`config.mk`:
```
export PLATFORM = sky130hd
export DESIGN_NAME = circle_row_span_finder
export DESIGN_NICKNAME = d
export VERILOG_FILES = /design/src/hw/rtl/crsf_pkg.sv /design/src/hw/rtl/circle_row_span_finder.sv
export SDC_FILE = /design/constraint.sdc
export NUM_CORES = 1
export LEC_CHECK = 0
export ABC_AREA = 1
export BUFFER_PORTS_ARGS = -buffer_cell sky130_fd_sc_hd__buf_2
export CAP_MARGIN = 20
export CORE_MARGIN = 8
export CORE_UTILIZATION = 55
export CTS_CLUSTER_SIZE = 24
export DETAILED_ROUTE_END_ITERATION = 7
export HOLD_SLACK_MARGIN = 0.08
export PLACE_DENSITY = 0.78
export SYNTH_ARGS = -nofsm -noshare
export SYNTH_HDL_FRONTEND = slang
export SYNTH_SLANG_ARGS = --single-unit
export TNS_END_PERCENT = 20
```
`constraint.sdc`:
```
create_clock -name clk -period 7.6 [get_ports clk]
set_input_delay 1.52 -clock clk [delete_from_list [all_inputs] [get_ports clk]]
set_output_delay 1.52 -clock clk [all_outputs]
set_load 0.03 [all_outputs]
```
`src/hw/rtl/crsf_pkg.sv`:
```
`timescale 1ns / 1ps
// ----------------------------------------------------------------------------
// crsf_pkg: shared types and constants for the circle row span finder
// Coordinate width, walk variable types and sequencer state codes.
// ----------------------------------------------------------------------------
package crsf_pkg;

	localparam int CoordBits = 16;

	// coordinate as seen on the ports
	typedef logic [CoordBits-1:0] coord_t;
	// row sums that may carry past the grid
	typedef logic [CoordBits:0] row_t;
	// octant walk offsets, signed so b may step below zero
	typedef logic signed [CoordBits+1:0] pos_t;
	// decision variable, bounded by about four times the radius
	typedef logic signed [CoordBits+3:0] dec_t;

	// sequencer states
	localparam logic [1:0] StIdle = 2'd0;
	localparam logic [1:0] StRun  = 2'd1;
	localparam logic [1:0] StDone = 2'd2;

endpackage

```
`src/hw/rtl/circle_row_span_finder.sv`:
```
`timescale 1ns / 1ps
// ----------------------------------------------------------------------------
// circle_row_span_finder: row span of a midpoint circle
// Walks one octant of the midpoint circle and returns the span on a query row.
// ----------------------------------------------------------------------------
// Usage:
//   A request carries center_x, center_y, radius and query_row on in_valid.
//   It is taken at a clock edge with in_valid high and in_stall low. in_stall
//   stays high from that edge until the result has been taken.
//   The result (hit, right_x, left_x) shows on out_valid and is taken at an
//   edge with out_valid high and out_stall low; it holds while out_stall is high.
//   The walk takes octant steps until one matches a mirrored row or a passes b;
//   the result is registered on that step and held in StDone. The walk step
//   (four row compares and one decision add) is a single unit reused once per
//   cycle, so one request is in flight at a time.
//   A miss reads hit 0, right_x 0 and left_x all ones.
//   Reset (arst_n low) returns the sequencer to idle and drops out_valid.
// ----------------------------------------------------------------------------
module circle_row_span_finder
	import crsf_pkg::*;
(
	input  logic   clk,
	input  logic   arst_n,
	input  logic   in_valid,
	output logic   in_stall,
	input  coord_t center_x,
	input  coord_t center_y,
	input  coord_t radius,
	input  coord_t query_row,
	output logic   out_valid,
	input  logic   out_stall,
	output logic   hit,
	output coord_t right_x,
	output coord_t left_x
);

	logic [1:0] state_q;
	coord_t     cx_q;
	coord_t     cy_q;
	coord_t     row_q;
	pos_t       a_q;
	pos_t       b_q;
	dec_t       d_q;
	logic       hit_q;
	coord_t     right_q;
	coord_t     left_q;

	logic       in_take;
	logic       out_take;
	logic       walk_end;
	coord_t     a_lo;
	coord_t     b_lo;
	logic       m_top;
	logic       m_mid;
	logic       m_bot;
	pos_t       a_nxt;
	dec_t       d_nxt;
	pos_t       b_nxt;

	assign in_take  = in_valid && !in_stall;
	assign out_take = out_valid && !out_stall;
	assign in_stall  = (state_q != StIdle);
	assign out_valid = (state_q == StDone);
	assign hit     = hit_q;
	assign right_x = right_q;
	assign left_x  = left_q;

	// loop ends once a passes b
	assign walk_end = (a_q > b_q);
	assign a_lo = a_q[CoordBits-1:0];
	assign b_lo = b_q[CoordBits-1:0];

	// mirrored row compares, exact over one extra bit
	assign m_top = ({1'b0, cy_q} == ({1'b0, row_q} + {1'b0, b_lo}));
	assign m_mid = ({1'b0, cy_q} == ({1'b0, row_q} + {1'b0, a_lo}))
		|| ({1'b0, row_q} == ({1'b0, cy_q} + {1'b0, a_lo}));
	assign m_bot = ({1'b0, row_q} == ({1'b0, cy_q} + {1'b0, b_lo}));

	// decision update for the next step
	always_comb begin
		a_nxt = a_q + pos_t'(1);
		b_nxt = b_q;
		if (d_q < 0) begin
			d_nxt = d_q + (dec_t'(a_nxt) <<< 2) + dec_t'(6);
		end else begin
			d_nxt = d_q + dec_t'(10) + (dec_t'(a_nxt - b_q) <<< 2);
			b_nxt = b_q - pos_t'(1);
		end
	end

	// sequencer
	always_ff @(posedge clk or negedge arst_n) begin
		if (!arst_n) begin
			state_q <= StIdle;
		end else begin
			unique case (state_q)
				StIdle: begin
					if (in_take) state_q <= StRun;
				end
				StRun: begin
					if (walk_end || m_top || m_mid || m_bot) state_q <= StDone;
				end
				StDone: begin
					if (out_take) state_q <= StIdle;
				end
				default: state_q <= StIdle;
			endcase
		end
	end

	// walk registers and result
	always_ff @(posedge clk) begin
		if (in_take) begin
			cx_q  <= center_x;
			cy_q  <= center_y;
			row_q <= query_row;
			a_q   <= '0;
			b_q   <= pos_t'(radius);
			d_q   <= dec_t'(3) - (dec_t'(radius) <<< 1);
		end else if (state_q == StRun) begin
			if (walk_end) begin
				hit_q   <= 1'b0;
				right_q <= '0;
				left_q  <= '1;
			end else if (m_top || (!m_mid && m_bot)) begin
				hit_q   <= 1'b1;
				right_q <= cx_q + a_lo;
				left_q  <= cx_q - a_lo;
			end else if (m_mid) begin
				hit_q   <= 1'b1;
				right_q <= cx_q + b_lo;
				left_q  <= cx_q - b_lo;
			end else begin
				a_q <= a_nxt;
				b_q <= b_nxt;
				d_q <= d_nxt;
			end
		end
	end

endmodule

```
==> results.cfg <==
[sta]
hold_slack_ps = 493.1
fmax_mhz = 165.1
post-route-period-util_pct = 79.69
rsz0062_at_grt = no
slew_violations = 0
fin_ws_ps = 1544
timing.slew.headroom_pct = 31.09
tns_ps = 0
setup_violations = 0
worst_pin_slew_ps = 1034
post-route-min-period_ps = 6056
final_hold_viol_count = 0
skew_ps = 17.21

[placement]
dp_hpwl_um = 36400
gp_congestion = 1.001
postPlaceCellArea_mm2 = 0.01582
dp_slack_ps = 1655
portBuffers = 102

[global_route]
track_usage_pct = 27.74
grt_overflow = 0
grt_max_degree = 77
antenna_found_initial = 0
grt_pass1_vias = 13717
grt_first_pass_wirelength_um = 72710

[logic_synthesis]
syn_area_mm2 = 0.01495
yosysTopAreaCell = edfxtp_1
yosys_warnings = 0
ys_async_sr_fraction_pct = 1.449
syn-num-nets = 2347
synth_commonest_cells = nand2_1, inv_1, ha_1
ys_seq_area_share_pct = 26.31
syn_area_per_cell_um2 = 7.248
ys_types = 59
ys_seq_elements = 138
synth_edf_count = 116
synth_top_area_share_pct = 23.30
synth_top_flop_cell = edfxtp_1
yosysMostFrequentCell = nand2_1
synthTopCellsByArea = edfxtp_1, ha_1, nand2_1, inv_1, a21oi_1
synth_cells = 2063

[final_layout]
nets = 2451
final_area_mm2 = 0.01647
area_growth_syn_to_layout_pct = 10.16
drive_gt1_share_pct = 8.394
diodes = 0

[clocking]
clock_path_buffers = 2
numCtsBuffers = 17
cts_tree = yes
post_cts_buffers = 0
cts_resized = 0
cts_root_buf = clkbuf_16
clock_latency_ps = 440
clk_pin_slew_ps = 70
htree_num_levels = 4
cts_sinks = 138
postCtsHoldBufs = 0

[worst_hold_path]
hold_path.class = flop to flop
hp-start = b_q[16]
hold_depth = 2

[floorplan]
die_x_um = 180.9
fp.dieH_um = 180.9
initial_core_util_pct = 55.79
coreArea_mm2 = 0.02680
die-area_mm2 = 0.03272
io_pins = 103
rows = 60

[worst_setup_path]
cpPeakStageDelay_ps = 630
cp_max_fo = 32
cp_data_arrival_time_ps = 6250
crit_start = b_q[0]
path_common_cell = nand2_1
rr_startpoint = b_q[0]
crit_path_top_delay_cell = edfxtp_1
end_kind = flop
required_ps = 7800
worstSetupStartpointType = flop
critical_path_class = flop to flop
r2r_cells = 36

[status]
outcome = finished, final reports clean

[routing]
drtIter0Drc = 1529
routedWlPerCell_um = 18.20
vias = 14419
ant_nets = 0
wl_um = 45880
via_per_inst = 5.720
post-route-drc-count = 0
firstDrtPassIters = 6

[job]
maxCapViolations = 0
-- through the flow --
step / cells / util [%]
after global routing: 2521 / 61.46
after detailed placement: 2489 / 59.04
after CTS: 2521 / 61.46
after global placement: 2489 / 59.04
after floorplan: 2063 / -
final: 2521 / 61.46
-- cells by family (layout without fill, tap and decap cells) --
family                   Yosys count  count (layout)  synth area share, %
AND/OR/NAND/NOR                  903             903                25.81
flip-flops                       138             138                26.31
XOR/XNOR                         132             132                7.999
buffers and inverters            313             430                8.100
adder cells (fa/ha/maj)          216             216                18.53
AO/OA/AOI/OAI                    361             361                13.26
-- final timing paths --
path,end,slack (ps)
min,b_q[16],490
max,right_x[12],1540
max in group asynchronous,state_q[0],6640
max reg2reg,right_x[12],1540
min reg2reg,b_q[16],490
min in group asynchronous,state_q[1],850
-- critical path: cells and delay by family (launching register included) --
family / cells / cell delay, ps
compound gates: 5 / 1040
xor+xnor: 1 / 160
fa+ha+maj: 4 / 1470
buf+inv: 3 / 220
flops: 1 / 630
simple gates: 23 / 2280
-- state kept, by name, indices dropped and copies added, names as in the netlist --
| register | count |
|---|---|
| d_q | 19 |
| b_q | 18 |
| left_x | 16 |
| hit | 1 |
| state_q | 2 |
| a_q | 18 |
| cy_q | 16 |
| right_x | 16 |
| cx_q | 16 |
| row_q | 16 |
-- cell type report --
| class | count | area, um2 |
|---|---|---|
| clock inverter | 15 | 224.0 |
| sequential | 138 | 3934 |
| inverter | 290 | 1089 |
| fill | 2437 | 10330 |
| tap | 341 | 426.7 |
| multi-input combinational | 1612 | 9818 |
| clock buffer | 17 | 425.4 |
| timing repair buffer | 108 | 555.5 |
-- per-layer routing --
| metal | GRT usage, % | up-vias | part of all wire, % | routed length [um] |
|---|---|---|---|---|
| li1 | - | 7095 | - | - |
| met1 | 37.99 | 6588 | 45 | 20830 |
| met2 | 44.09 | 651 | 44 | 20030 |
| met3 | 3.811 | 85 | 7.9 | 3622 |
| met4 | 9.854 | 0 | 3.0 | 1394 |
| met5 | 0 | - | 0 | 0 |
-- layout by cell type (no fill, tap or decap), types with 6 or more instances in the layout --
cell,count
xnor2_1,40
o21bai_1,7
or2_2,8
a21oi_1,166
o31ai_1,9
buf_2,102
dfxtp_1,20
a21o_1,7
o21ai_1,16
buf_4,6
xor2_1,89
nand4_1,21
nand3b_1,15
nor3_1,16
nand3_1,118
a31oi_1,16
ha_1,207
edfxtp_1,116
o21ai_0,111
inv_1,286
nand2_1,526
fa_1,9
nor2_1,163
clkbuf_16,17
Power is left out: the tool's default activity adds up to more than one toggle a clock period on the data nets, which glitch-free logic cannot reach.
